--- src/hw/rtl/rcpwm_pkg.sv ---
// rcpwm_pkg: shared types and constants of the rc pwm duty capture block
`timescale 1ns / 1ps
package rcpwm_pkg;

  localparam int FRAC_W = 16;
  localparam int DUTY_W = 15;
  localparam int CH_IN_W = 2;
  localparam int MASK_W = 4;
  localparam int CFG_IDX_W = 2;

  // serial step counts: one fraction bit per multiply step, one quotient bit per divide step
  localparam int MUL_STEPS = FRAC_W;
  localparam int DIV_STEPS = DUTY_W;
  localparam int CNT_W = 4;

  localparam logic [DUTY_W-1:0] FULL_SCALE = 15'd25600;

  localparam logic [FRAC_W-1:0] MIN_FRAC_RST = 16'd3277;
  localparam logic [FRAC_W-1:0] SPAN_FRAC_RST = 16'd3277;
  localparam logic [MASK_W-1:0] INVERT_RST = 4'd6;

  localparam logic [CFG_IDX_W-1:0] REG_MIN_FRAC = 2'd0;
  localparam logic [CFG_IDX_W-1:0] REG_SPAN_FRAC = 2'd1;
  localparam logic [CFG_IDX_W-1:0] REG_INVERT = 2'd2;

  typedef enum logic [2:0] {
    ST_IDLE,
    ST_MULT,
    ST_PREP,
    ST_DIV,
    ST_EMIT
  } state_t;

endpackage

--- src/hw/rtl/rc_pwm_duty_capture.sv ---
// rc_pwm_duty_capture: rc receiver pwm duty decoder with serial multiply and divide
//
//   channel   signals                                   direction
//   in_       in_valid in_stall in_channel in_tick      request in
//             in_level_high
//   out_      out_valid out_stall out_channel out_duty  result out
//   cfg_      cfg_valid cfg_ready cfg_index cfg_data    register write in
//
// a rising edge runs 1 capture, 16 shift-add multiply steps (one fraction
// bit each), 1 prep, 15 restoring divide steps (one quotient bit each), 1 emit
// a saturated or zero-span result skips the divide
// falling edges and channels at or above NUM_CHANNELS are taken while idle and give no result
// reset clears the capture registers and loads the fraction and invert defaults
// a stalled output holds the block in emit; no request is taken until the result moves
`timescale 1ns / 1ps
module rc_pwm_duty_capture #(
  parameter int NUM_CHANNELS = 4,
  parameter int TICK_BITS = 32
) (
  input  logic                                clk,
  input  logic                                rst_n,
  input  logic                                in_valid,
  output logic                                in_stall,
  input  logic [rcpwm_pkg::CH_IN_W-1:0]       in_channel,
  input  logic [31:0]                         in_tick,
  input  logic                                in_level_high,
  output logic                                out_valid,
  input  logic                                out_stall,
  output logic [rcpwm_pkg::CH_IN_W-1:0]       out_channel,
  output logic [rcpwm_pkg::DUTY_W-1:0]        out_duty,
  input  logic                                cfg_valid,
  output logic                                cfg_ready,
  input  logic [rcpwm_pkg::CFG_IDX_W-1:0]     cfg_index,
  input  logic [rcpwm_pkg::FRAC_W-1:0]        cfg_data
);
  import rcpwm_pkg::*;

  localparam int TW = TICK_BITS;
  localparam int CH_W = (NUM_CHANNELS > 1) ? $clog2(NUM_CHANNELS) : 1;
  localparam int ACC_W = TW + FRAC_W;
  localparam int DIVD_W = TW + DUTY_W;

  state_t state_r, state_nxt;

  logic [FRAC_W-1:0] min_frac_r, span_frac_r;
  logic [MASK_W-1:0] invert_r;

  logic [TW-1:0] rise_r [NUM_CHANNELS];
  logic [TW-1:0] fall_r [NUM_CHANNELS];

  logic [TW-1:0]      period_r, width_r;
  logic [ACC_W-1:0]   acc_lo_r, acc_span_r;
  logic [FRAC_W-1:0]  min_sh_r, span_sh_r;
  logic [CNT_W-1:0]   cnt_r;
  logic [CH_IN_W-1:0] ch_r;
  logic [TW-1:0]      span_r, rem_r;
  logic [DUTY_W-1:0]  dlo_r, quot_r;
  logic               sat_r;

  logic                 out_valid_r;
  logic [CH_IN_W-1:0]   out_channel_r;
  logic [DUTY_W-1:0]    out_duty_r;

  logic [CH_W+CH_IN_W-1:0] ch_wide;
  logic [CH_W-1:0]         ch_idx;
  logic                    ch_ok;
  logic                    take_in, mult_en, prep_en, div_en, emit_load;
  logic                    mult_last, div_last;

  logic [TW-1:0]     lo_w, span_w, num_w;
  logic [DIVD_W-1:0] num_ext, divd_w;
  logic [TW:0]       trial_w;
  logic              trial_ge;
  logic [DUTY_W-1:0] duty_raw, duty_fin;

  assign ch_wide = {{CH_W{1'b0}}, in_channel};
  assign ch_idx = ch_wide[CH_W-1:0];
  assign ch_ok = ch_wide < (CH_W + CH_IN_W)'(NUM_CHANNELS);

  assign mult_last = cnt_r == CNT_W'(MUL_STEPS - 1);
  assign div_last = cnt_r == CNT_W'(DIV_STEPS - 1);

  // next state
  always_comb begin
    state_nxt = state_r;
    unique case (state_r)
      ST_IDLE: begin
        if (in_valid && ch_ok && in_level_high) state_nxt = ST_MULT;
      end
      ST_MULT: begin
        if (mult_last) state_nxt = ST_PREP;
      end
      ST_PREP: begin
        state_nxt = (num_w >= span_w) ? ST_EMIT : ST_DIV;
      end
      ST_DIV: begin
        if (div_last) state_nxt = ST_EMIT;
      end
      ST_EMIT: begin
        if (!out_valid_r || !out_stall) state_nxt = ST_IDLE;
      end
      default: state_nxt = ST_IDLE;
    endcase
  end

  // control outputs
  always_comb begin
    in_stall = 1'b1;
    mult_en = 1'b0;
    prep_en = 1'b0;
    div_en = 1'b0;
    emit_load = 1'b0;
    unique case (state_r)
      ST_IDLE: in_stall = 1'b0;
      ST_MULT: mult_en = 1'b1;
      ST_PREP: prep_en = 1'b1;
      ST_DIV:  div_en = 1'b1;
      ST_EMIT: emit_load = !out_valid_r || !out_stall;
      default: in_stall = 1'b1;
    endcase
  end

  assign take_in = in_valid && !in_stall && ch_ok;

  // products of period and the two fractions, shifted down by the fraction width
  assign lo_w = acc_lo_r[ACC_W-1:FRAC_W];
  assign span_w = acc_span_r[ACC_W-1:FRAC_W];
  assign num_w = (width_r > lo_w) ? (width_r - lo_w) : '0;

  // num times 25600 = num * (2^14 + 2^13 + 2^10)
  assign num_ext = DIVD_W'(num_w);
  assign divd_w = (num_ext << 14) + (num_ext << 13) + (num_ext << 10);

  assign trial_w = {rem_r, dlo_r[DUTY_W-1]};
  assign trial_ge = trial_w >= {1'b0, span_r};

  assign duty_raw = sat_r ? FULL_SCALE : quot_r;
  assign duty_fin = invert_r[ch_r] ? (FULL_SCALE - duty_raw) : duty_raw;

  always_ff @(posedge clk) begin
    if (!rst_n) begin
      state_r <= ST_IDLE;
      min_frac_r <= MIN_FRAC_RST;
      span_frac_r <= SPAN_FRAC_RST;
      invert_r <= INVERT_RST;
      out_valid_r <= 1'b0;
      for (int i = 0; i < NUM_CHANNELS; i++) begin
        rise_r[i] <= '0;
        fall_r[i] <= '0;
      end
    end else begin
      state_r <= state_nxt;

      if (cfg_valid && cfg_ready) begin
        unique case (cfg_index)
          REG_MIN_FRAC:  min_frac_r <= cfg_data;
          REG_SPAN_FRAC: span_frac_r <= cfg_data;
          REG_INVERT:    invert_r <= cfg_data[MASK_W-1:0];
          default: ;
        endcase
      end

      if (take_in) begin
        if (in_level_high) rise_r[ch_idx] <= in_tick[TW-1:0];
        else fall_r[ch_idx] <= in_tick[TW-1:0];
      end

      if (emit_load) out_valid_r <= 1'b1;
      else if (!out_stall) out_valid_r <= 1'b0;
    end
  end

  // datapath, no reset needed
  always_ff @(posedge clk) begin
    if (take_in && in_level_high) begin
      period_r <= in_tick[TW-1:0] - rise_r[ch_idx];
      width_r <= fall_r[ch_idx] - rise_r[ch_idx];
      ch_r <= in_channel;
      acc_lo_r <= '0;
      acc_span_r <= '0;
      min_sh_r <= min_frac_r;
      span_sh_r <= span_frac_r;
      cnt_r <= '0;
    end

    // msb-first shift-add multiply
    if (mult_en) begin
      acc_lo_r <= {acc_lo_r[ACC_W-2:0], 1'b0} + (min_sh_r[FRAC_W-1] ? ACC_W'(period_r) : '0);
      acc_span_r <= {acc_span_r[ACC_W-2:0], 1'b0}
                    + (span_sh_r[FRAC_W-1] ? ACC_W'(period_r) : '0);
      min_sh_r <= {min_sh_r[FRAC_W-2:0], 1'b0};
      span_sh_r <= {span_sh_r[FRAC_W-2:0], 1'b0};
      cnt_r <= cnt_r + 1'b1;
    end

    // num below span keeps the quotient under 2^15, so the top bits seed the remainder
    if (prep_en) begin
      sat_r <= num_w >= span_w;
      span_r <= span_w;
      rem_r <= divd_w[DIVD_W-1:DUTY_W];
      dlo_r <= divd_w[DUTY_W-1:0];
      quot_r <= '0;
      cnt_r <= '0;
    end

    if (div_en) begin
      rem_r <= trial_ge ? TW'(trial_w - {1'b0, span_r}) : trial_w[TW-1:0];
      quot_r <= {quot_r[DUTY_W-2:0], trial_ge};
      dlo_r <= {dlo_r[DUTY_W-2:0], 1'b0};
      cnt_r <= cnt_r + 1'b1;
    end

    if (emit_load) begin
      out_channel_r <= ch_r;
      out_duty_r <= duty_fin;
    end
  end

  assign cfg_ready = 1'b1;
  assign out_valid = out_valid_r;
  assign out_channel = out_channel_r;
  assign out_duty = out_duty_r;

endmodule

--- config.mk ---
export PLATFORM = sky130hd
export DESIGN_NAME = rc_pwm_duty_capture
export DESIGN_NICKNAME = d
export VERILOG_FILES = /design/src/hw/rtl/rcpwm_pkg.sv /design/src/hw/rtl/rc_pwm_duty_capture.sv
export SDC_FILE = /design/constraint.sdc
export NUM_CORES = 1
export LEC_CHECK = 0
export BUFFER_PORTS_ARGS = -buffer_cell sky130_fd_sc_hd__buf_2
export CAP_MARGIN = 0
export CORE_MARGIN = 4
export CORE_UTILIZATION = 55
export CTS_CLUSTER_DIAMETER = 150
export CTS_CLUSTER_SIZE = 10
export DETAILED_ROUTE_END_ITERATION = 10
export GPL_ROUTABILITY_DRIVEN = 0
export PLACE_DENSITY = 0.74
export SYNTH_ARGS = -nofsm -noshare
export SYNTH_HDL_FRONTEND = slang
export SYNTH_SLANG_ARGS = --single-unit
export TNS_END_PERCENT = 30
--- constraint.sdc ---
create_clock -name clk -period 5.7 [get_ports clk]
set_input_delay 1.425 -clock clk [delete_from_list [all_inputs] [get_ports clk]]
set_output_delay 1.425 -clock clk [all_outputs]
set_load 0.01 [all_outputs]
# --- Word level (Yosys, flattened, before mapping) ---
# Memories as Yosys holds them, arrays and structs flattened.
# Index checks and enable logic that the tools add are counted.
word_totals:
  reg_bits: 350
  elab_cells: 125
  output_inout_bits: 20
  ramBits: 256
  memories: 2
op_classes:
  n_lt_le_gt_ge: 5
  n_mux: 53
  addsub: 10
  reduce_logical: 19
  eq_ne: 13
memory_table:
  columns: ["memory", "depth", "width", "rd", "rd_ports_with_merged_regs", "write_ports", "line", "rtl"]
  rows:
  - ["fall_r", 4, 32, 1, 0, 4, "rc_pwm_duty_capture.sv:49", "logic [TW-1:0] fall_r [NUM_CHANNELS];"]
  - ["rise_r", 4, 32, 1, 0, 4, "rc_pwm_duty_capture.sv:48", "logic [TW-1:0] rise_r [NUM_CHANNELS];"]
op_table:
  columns: ["cell", "count"]
  rows:
  - ["two-way mux 32 bit", 8]
  - ["two-way mux 48 bit", 3]
  - ["subtractor 32 bit", 4]
  - ["adder 48 x 32 -> 48 bit", 2]
  - ["two-way mux 15 bit", 6]
  - ["two-way mux 16 bit", 4]
  - ["OR reduction 32 bit", 2]
  - ["adder 46 x 45 -> 47 bit", 1]
  - ["adder 47 x 42 -> 47 bit", 1]
  - ["greater-or-equal comparator 33 x 32 -> 1 bit", 1]
  - ["greater-or-equal comparator 32 bit", 1]
  - ["greater-than comparator 32 bit", 1]
  - ["two-way mux 1 bit", 19]
  - ["two-way mux 4 bit", 4]
  - ["two-way mux 3 bit", 5]
  - ["one-hot mux 3 bit (5 select lines)", 1]
  - ["subtractor 15 bit, first input constant", 1]
  - ["== test 4 bit, second input constant", 2]
  - ["inequality test 2 bit, second input constant", 4]
  - ["== test 3 x 2 -> 1 bit, second input constant", 2]
  - ["less-than comparator 2 x 3 -> 1 bit, second input constant", 2]
  - ["AND reduction 2 bit", 3]
  - ["logical AND 1 bit", 5]
  - ["adder 4 x 1 -> 4 bit, second input constant", 1]
  - ["other kinds (14)", 17]

# --- Logic depth before layout (Yosys ltp) ---
# Gate-level depths: netlist (run 1).
depth:
  word_depth: 8
  depth_mapped: 26
  mapped_depth_nobuf: 26

# --- Worst setup path after synthesis (run 1) ---
# Ideal clock, no wire load.
synth_path:
  kind: "register -> register"
  from: "reg acc_lo_r[33]"
  to: "reg rem_r[28], data pin"
  arrival_ns: 5.240
  path_slack_ns: 0.200
  setup_time_ns: 0.261
  path_stages_with_launch: 21
  path_cell_list: "edfxtp_1 inv_1 ha_1 a21o_1 a21o_1 a21o_1 nor4_4 o21a_1 clkbuf_1 nor2_1 fa_1 ha_1 a211oi_1 o21ai_1 a2111oi_2 o21ai_1 nand3_1 a31oi_1 o41ai_1 xnor2_1 a221o_1"
synth_between:
  elab_chain_len: 6
  elab_cells_between_ends: 7
synth_rtl:
  columns: ["element", "line", "rtl"]
  rows:
  - ["start: declaration", "rc_pwm_duty_capture.sv:52", "logic [ACC_W-1:0] acc_lo_r, acc_span_r;"]
  - ["start signal: assignment", "rc_pwm_duty_capture.sv:188", "acc_lo_r <= {acc_lo_r[ACC_W-2:0], 1'b0} + (min_sh_r[FRAC_W-1] ? ACC_W'(period_r) : '0);"]
  - ["subtractor 32 bit or greater-than comparator 32 bit (tied branches)", "rc_pwm_duty_capture.sv:128", "assign num_w = (width_r > lo_w) ? (width_r - lo_w) : '0;"]
  - ["two-way mux 32 bit *", "rc_pwm_duty_capture.sv:128", null]
  - ["adder 46 x 45 -> 47 bit", "rc_pwm_duty_capture.sv:132", "assign divd_w = (num_ext << 14) + (num_ext << 13) + (num_ext << 10);"]
  - ["adder 47 x 42 -> 47 bit *", "rc_pwm_duty_capture.sv:132", null]
  - ["two-way mux 32 bit *", "rc_pwm_duty_capture.sv:197", "if (prep_en) begin"]
  - ["two-way mux 32 bit *", "rc_pwm_duty_capture.sv:206", "if (div_en) begin"]
  - ["end signal: assignment", "rc_pwm_duty_capture.sv:200", "rem_r <= divd_w[DIVD_W-1:DUTY_W];"]
  - ["end signal: assignment", "rc_pwm_duty_capture.sv:207", "rem_r <= trial_ge ? TW'(trial_w - {1'b0, span_r}) : trial_w[TW-1:0];"]
  - ["end: declaration", "rc_pwm_duty_capture.sv:56", "logic [TW-1:0] span_r, rem_r;"]
# Mark *: on every way between the ends. The rest lies on a longest branch, timed or not. The select of a mux whose other input is x is not followed.
# A chain may end at the register's enable or synchronous reset.

# --- Final worst setup path (run 1) ---
layout_path:
  from: "reg width_r[14]"
  to: "reg state_r[2]"
layout_between:
  elab_chain_len: 5
  elab_cells_between_ends: 6
layout_rtl:
  columns: ["element", "line", "rtl"]
  rows:
  - ["start: declaration", "rc_pwm_duty_capture.sv:51", "logic [TW-1:0] period_r, width_r;"]
  - ["start signal: assignment", "rc_pwm_duty_capture.sv:177", "width_r <= fall_r[ch_idx] - rise_r[ch_idx];"]
  - ["subtractor 32 bit or greater-than comparator 32 bit (tied branches)", "rc_pwm_duty_capture.sv:128", null]
  - ["two-way mux 32 bit *", "rc_pwm_duty_capture.sv:128", null]
  - ["greater-or-equal comparator 32 bit *", "rc_pwm_duty_capture.sv:94", "state_nxt = (num_w >= span_w) ? ST_EMIT : ST_DIV;"]
  - ["two-way mux 3 bit *", "rc_pwm_duty_capture.sv:94", null]
  - ["one-hot mux 3 bit (5 select lines) *", "rc_pwm_duty_capture.sv:86", "unique case (state_r)"]
  - ["end signal: assignment", "rc_pwm_duty_capture.sv:152", "state_r <= state_nxt;"]
  - ["end: declaration", "rc_pwm_duty_capture.sv:43", "state_t state_r, state_nxt;"]
# Mark *: on every way between the ends. The rest lies on a longest branch, timed or not.

==> results of run 1 <==
==> worst paths after layout <==
path | startpoint | to | depth (start not counted) | slack [ns]
max | width_r[14]$_DFFE_PP_ | state_r[2]$_SDFFE_PN0P_ | 23 | 0.18
min | acc_span_r[47]$_SDFFCE_PN0P_ | span_r[31]$_DFFE_PP_ | 0 | 0.46
max reg2reg | width_r[14]$_DFFE_PP_ | state_r[2]$_SDFFE_PN0P_ | 23 | 0.18
min reg2reg | acc_span_r[47]$_SDFFCE_PN0P_ | span_r[31]$_DFFE_PP_ | 0 | 0.46
==> synthesized netlist by cell type, types with 32 or more instances <==
cell type	number
nand3_1	60
nor2_1	245
clkbuf_1	101
a21oi_1	195
o21a_1	42
xnor2_1	139
xor2_1	70
a22o_1	35
nand4_1	32
dfxtp_1	42
o21ai_0	94
mux2i_1	37
edfxtp_1	554
ha_1	265
nor2b_1	41
nor3_1	64
and3_1	109
o21ai_1	37
nand2_1	211
and2_1	266
mux4_2	65
nand2b_1	38
a21o_1	117
inv_1	228
==> cells by family (layout without fill, tap and decap cells) <==
kind of cell               after synthesis  in the layout  synth area share
AOI/OAI and AO/OA                      766            766             0.138
other                                    1              1         0.0000998
xor gates and xnor gates               209            209            0.0487
buffers and inverters                  354            580            0.0362
adders and majority gates              289            289             0.100
muxes                                  105            105            0.0497
DFF                                    596            596             0.465
and+or+nand+nor                       1163           1163             0.162
==> per-stage QoR <==
step | total power, mW | hold WS [ns] | worst slack (ns) | area, sq um | util
global placement | 15.7 | 0.447 | -0.116 | 39900 | 0.591
finish | 20.5 | 0.457 | 0.185 | 42400 | 0.628
CTS | 20.0 | 0.457 | -0.0243 | 42000 | 0.622
detailed placement | 15.8 | 0.451 | -0.207 | 39900 | 0.591
global route | 21.9 | 0.480 | -0.0720 | 42400 | 0.628
floorplan | 13.0 | 0.426 | 0.200 | 37600 | -
==> layer usage <==
| metal | wire length (um) | vias up | GRT usage |
|---|---|---|---|
| li1 | - | 13200 | - |
| met1 | 40500 | 13200 | 0.339 |
| met2 | 42000 | 778 | 0.397 |
| met3 | 4610 | 142 | 0.0286 |
| met4 | 2240 | 0 | 0.0658 |
| met5 | 0 | - | 0 |
==> layout make-up <==
type                            instances  area (sq um)
Fill cell                            5281         25100
Multi-Input combinational cell       2533         19200
Sequential cell                       596         17500
Clock buffer                           92          1860
Timing Repair Buffer                  250          1750
Tap cell                              873          1090
Inverter                              232           873
Clock inverter                          6           125
==> repair_timing <==
item,4_1_cts,5_1_grt
cloned,0,1
buffers inserted,0,9
pin swaps,2,25
gates resized for setup,13,69
setup endpoints to repair,11,18
hold buffers,0,0
==> sequential cells by signal, indices dropped and copies added (netlist names), 2 cells and up <==
signal and cells:
period_r 32, fall_r 128, state_r 3, cnt_r 4
span_sh_r 16, min_sh_r 16, out_channel 2, acc_span_r 48
ch_r 2, rem_r 32, width_r 32, min_frac_r 16
out_duty 15, quot_r 15, acc_lo_r 48, span_frac_r 16
rise_r 128, span_r 32, invert_r 4, dlo_r 5
==> power groups by stage <==
stage          registers [mW]  logic, mW  clock network [mW]
5_1_grt                  6.12       11.5                4.30
4_1_cts                  6.06       9.80                4.10
6_report                 6.07       10.4                4.04
2_1_floorplan            6.02       6.93                   0
3_3_place_gp             6.12       9.54                   0
3_5_place_dp             6.14       9.66                   0
==> flow_summary.yaml, run 1 <==
global_route:
  track_usage: 0.240
  grt_pass1_vias: 26600
  grt_pass1_wl_um: 142000
  grt_overflow_total: 0
  antenna_found_initial: 1
  grt_max_degree: 84
placed_design:
  io_buffers: 76
  dpl.hpwl_um: 64400
  dp.cells: 4474
drt:
  wl_per_cell_um: 19.5
  drt_iter0_markers: 2129
  via_per_inst: 5.96
  dr.pass1.iters: 5
  antenna_left: 0
  post-route-drc-count: 0
  wirelength_um: 89300
  via_count: 27300
floorplan:
  row_count: 95
  dieHeight_um: 269
  die_area_sq_um: 72600
  start_util: 0.557
  die_w_um: 269
  top_level_ports: 78
  core_area_sq_um: 67500
setup_path:
  critPathMaxStageDelay_ns: 0.51
  critical_path_required_ns: 6.20
  worstPathArrival_ns: 6.01
  cp-start-kind: "flip-flop"
  crit_type: "flip-flop to flip-flop"
  critPathCaptureType: "flip-flop"
  critPathMostFrequentCell: "a21o_1"
  cp_cell_sequence: "ha_1 > and3_1 > and2_1 > a221o_1 > a31o_2 > a221o_1 > a311o_1 > a21o_1 > a211o_1 > nand3_2 > buf_4 > inv_2 > ha_1 > a21o_1 > a21o_1 > a21oi_1 > nor2b_1 > o21ai_1 > a31oi_1 > or2_4 > or4_4 > a21o_1 > o311a_1"
  critPathBufInv: 2
  critPathTopFamily: "compound AO/OA/AOI/OAI gates"
  crit_slowest_cell: "or4_4"
  path_max_fanout: 3
clocking:
  insertion_delay_ns: 0.63
  clockRootBuffer: "clkbuf_16"
  cts_tree: "built"
  cts_sinks: 596
  htree_num_levels: 3
  cts_buffers: 69
  cts.reportedPaths.clkPinSlew_ns: 0.06
  clockBufferDepth: 3
timing:
  finalCritPeriodShare: 0.968
  max_freq_mhz: 181
  worstMarginPinSlew_ns: 1.35
  setup_viol: 0
  final_hold_viol_count: 0
  min_period_ns: 5.52
  finalSetupTns_ns: 0
  slew_headroom: 0.0904
  slew_violations: 0
  finalClockSkew_ns: 0.0397
power_and_ir_drop:
  switching_share: 0.378
  p_switching_mw: 7.73
  combPwrFrac: 0.506
  seqPwrFrac: 0.297
  powerDensity_nw_per_um2: 483
  ir_drop_mv: 0.313
  clkPwrFrac: 0.197
  p_int_mw: 12.7
  p_leak_nw: 17.7
synthesis:
  synthTopCellsByArea: "edfxtp_1 44%, ha_1 8.8%, and2_1 4.4%"
  async_flop_share: 0
  syn-num-nets: 3828
  synth_top_area_cell: "edfxtp_1"
  syn_area_sq_um: 37600
  ys_seq_area_frac: 0.465
  synth_ff_type: "edfxtp_1"
  synth.distinct_cells: 100
  yosys_warnings: 0
  synth-edff-count: 554
  synthCells: 3483
  ys_seq_elements: 596
  syn_avg_cell_area_sq_um: 10.8
  synth_top_area_frac: 0.443
outcome:
  status: "completed"
cells_and_area:
  antenna_cells: 0
  fin_nets: 4027
  drive_gt1_frac: 0.136
  syn_to_final_growth_pct: 12.8
  final_common_cell: "edfxtp_1"
  final_cell_mix: "554 x edfxtp_1, 262 x and2_1, 260 x ha_1"
  stdcell_count: 4582
worst_hold_path:
  holdCritPathClass: "flip-flop to flip-flop"
flow_run:
  max-cap-violations: 0
Note: power is estimated with default switching activity, not from simulation.
==> run 2, diff against run 1 <==
==> constraint.sdc (replaced) <==
create_clock -name clk -period 5.7 [get_ports clk]
set_input_delay 0.57 -clock clk [delete_from_list [all_inputs] [get_ports clk]]
set_output_delay 0.57 -clock clk [all_outputs]
set_load 0.01 [all_outputs]
==> flow_summary.yaml, run 2 (synthesized netlist as in run 1, its figures left out) <==
outcome:
  status: "completed"
timing:
  final_hold_viol_count: 0
  rsz0062_at_grt: "yes"
  finalClockSkew_ns: 0.0319
  slew_violations: 0
  worstMarginPinSlew_ns: 1.10
  max_freq_mhz: 179
  setup_ws_ns: 0.121
  setup_viol: 0
  min_period_ns: 5.58
  finalCritPeriodShare: 0.979
  slew_headroom: 0.268
floorplan:
  start_util: 0.557
  die_area_sq_um: 72600
  die_w_um: 269
  row_count: 95
  core_area_sq_um: 67500
  top_level_ports: 78
  dieHeight_um: 269
global_route:
  track_usage: 0.242
  grt_pass1_vias: 26600
  grt_pass1_wl_um: 143000
  grt_overflow_total: 0
  grt_max_degree: 85
  antenna_found_initial: 0
setup_path:
  path_max_fanout: 3
  critPathCaptureType: "flip-flop"
  worstPathArrival_ns: 5.92
  crit_type: "flip-flop to flip-flop"
  cp-start-kind: "flip-flop"
  critical_path_required_ns: 6.04
clocking:
  clockBufferDepth: 3
  cts_sinks: 596
  cts_tree: "built"
  cts_buffers: 69
  htree_num_levels: 3
  insertion_delay_ns: 0.61
  clockRootBuffer: "clkbuf_16"
  cts.reportedPaths.clkPinSlew_ns: 0.06
drt:
  via_per_inst: 5.96
  dr.pass1.iters: 6
  antenna_left: 0
  wirelength_um: 89800
  drt_iter0_markers: 2102
  via_count: 27200
  post-route-drc-count: 0
  wl_per_cell_um: 19.7
cells_and_area:
  antenna_cells: 0
  fin_nets: 4009
  multi_input_comb_area_sq_um: 19100
  syn_to_final_growth_pct: 12.0
  final_cell_mix: "554 x edfxtp_1, 265 x ha_1, 262 x and2_1"
  seq_area_sq_um: 17500
  reg_top3: "fall_r (128), rise_r (128)"
  drive_gt1_frac: 0.128
  final_common_cell: "edfxtp_1"
  final_util: 0.623
  fillers: 5396
placed_design:
  io_buffers: 76
  pre_cts_slack_ns: -0.191
  dpl.hpwl_um: 64800
power_and_ir_drop:
  finalPower_mw: 20.2
  p_leak_nw: 17.6
  powerDensity_nw_per_um2: 481
  ir_drop_mv: 0.285
flow_run:
  max-cap-violations: 0
worst_hold_path:
  holdCritPathClass: "primary input to flip-flop"
-- run 2: cell types whose count changed in the layout (fill, tap and decap cells not counted), sizes merged --
| cell | previous run | this run |
|---|---|---|
| buf | 249 | 232 |
| bufinv | 1 | 0 |
| clkbuf | 93 | 91 |
| clkinv | 4 | 6 |
| inv | 233 | 232 |
-- run 2: worst paths after layout --
path                                             startpoint                          end  slack [ns]  depth (start not counted)
worst max register to register   acc_lo_r[28]$_SDFFCE_PN0P_          rem_r[28]$_DFFE_PP_        0.12                         26
worst max-delay path             acc_lo_r[28]$_SDFFCE_PN0P_          rem_r[28]$_DFFE_PP_        0.12                         26
worst min-delay path                           cfg_data[11]  min_frac_r[11]$_SDFFE_PN1P_        0.20                          3
worst min register to register  span_frac_r[0]$_SDFFE_PN1P_    span_sh_r[0]$_SDFFE_PP0P_        0.45                          2
-- run 2: what timing repair did --
action / CTS / global route
endpoints found under the setup margin: 8 / 18
pin swaps: 0 / 12
hold buffers: 0 / 0
buffers inserted: 0 / 5
resized for setup: 9 / 52
-- run 2: per-stage QoR --
step / cells / instance area, sq um / hold WS, ns / TNS [ns]
5_1_grt: 4563 / 42100 / 0.192 / -0.448
4_1_cts: 4558 / 41800 / 0.167 / 0
2_1_floorplan: 3483 / 37600 / 0.426 / 0
3_3_place_gp: 4461 / 39800 / 0.440 / -0.0885
6_report: 4563 / 42100 / 0.196 / 0
3_5_place_dp: 4461 / 39800 / 0.445 / -0.472
-- run 2: area by class of cell --
class | count | share of cell area
clock buffer | 91 | 0.0440
clock inverter | 6 | 0.00229
inverter | 232 | 0.0208
multi-input combinational | 2533 | 0.453
sequential | 596 | 0.415
tap | 873 | 0.0260
timing repair buffer | 232 | 0.0384
-- run 2: routing by layer --
layer  track usage  up-vias  wire length, um
met5             0        -                0
met4        0.0769        0             2770
met3        0.0282      141             4900
met2         0.401      819            42400
met1         0.338    13100            39800
li1              -    13200                -
-- run 2: power by group --
group	switching [mW]	internal (mW)	total, mW	leakage, nW
clock	1.71	2.27	3.98	0.940
combinational	5.68	4.54	10.2	10.8
sequential	0.322	5.73	6.06	5.83
-- run 2: critical path: stages, from the launching register on --
cell	delay [ns]
edfxtp_1	0.40
inv_1	0.08
ha_1	0.25
and3_1	0.18
and2_1	0.16
a221o_1	0.35
a31o_2	0.24
buf_4	0.14
a21o_1	0.17
a21oi_1	0.24
o21bai_1	0.09
a21oi_1	0.18
xnor2_1	0.20
nand2_1	0.13
fa_1	0.49
inv_1	0.04
ha_1	0.20
a21o_1	0.19
a21o_1	0.18
a21oi_1	0.14
o21ai_1	0.10
a21oi_2	0.19
a31oi_4	0.13
o41ai_2	0.29
buf_4	0.18
xnor2_1	0.05
a221o_1	0.33
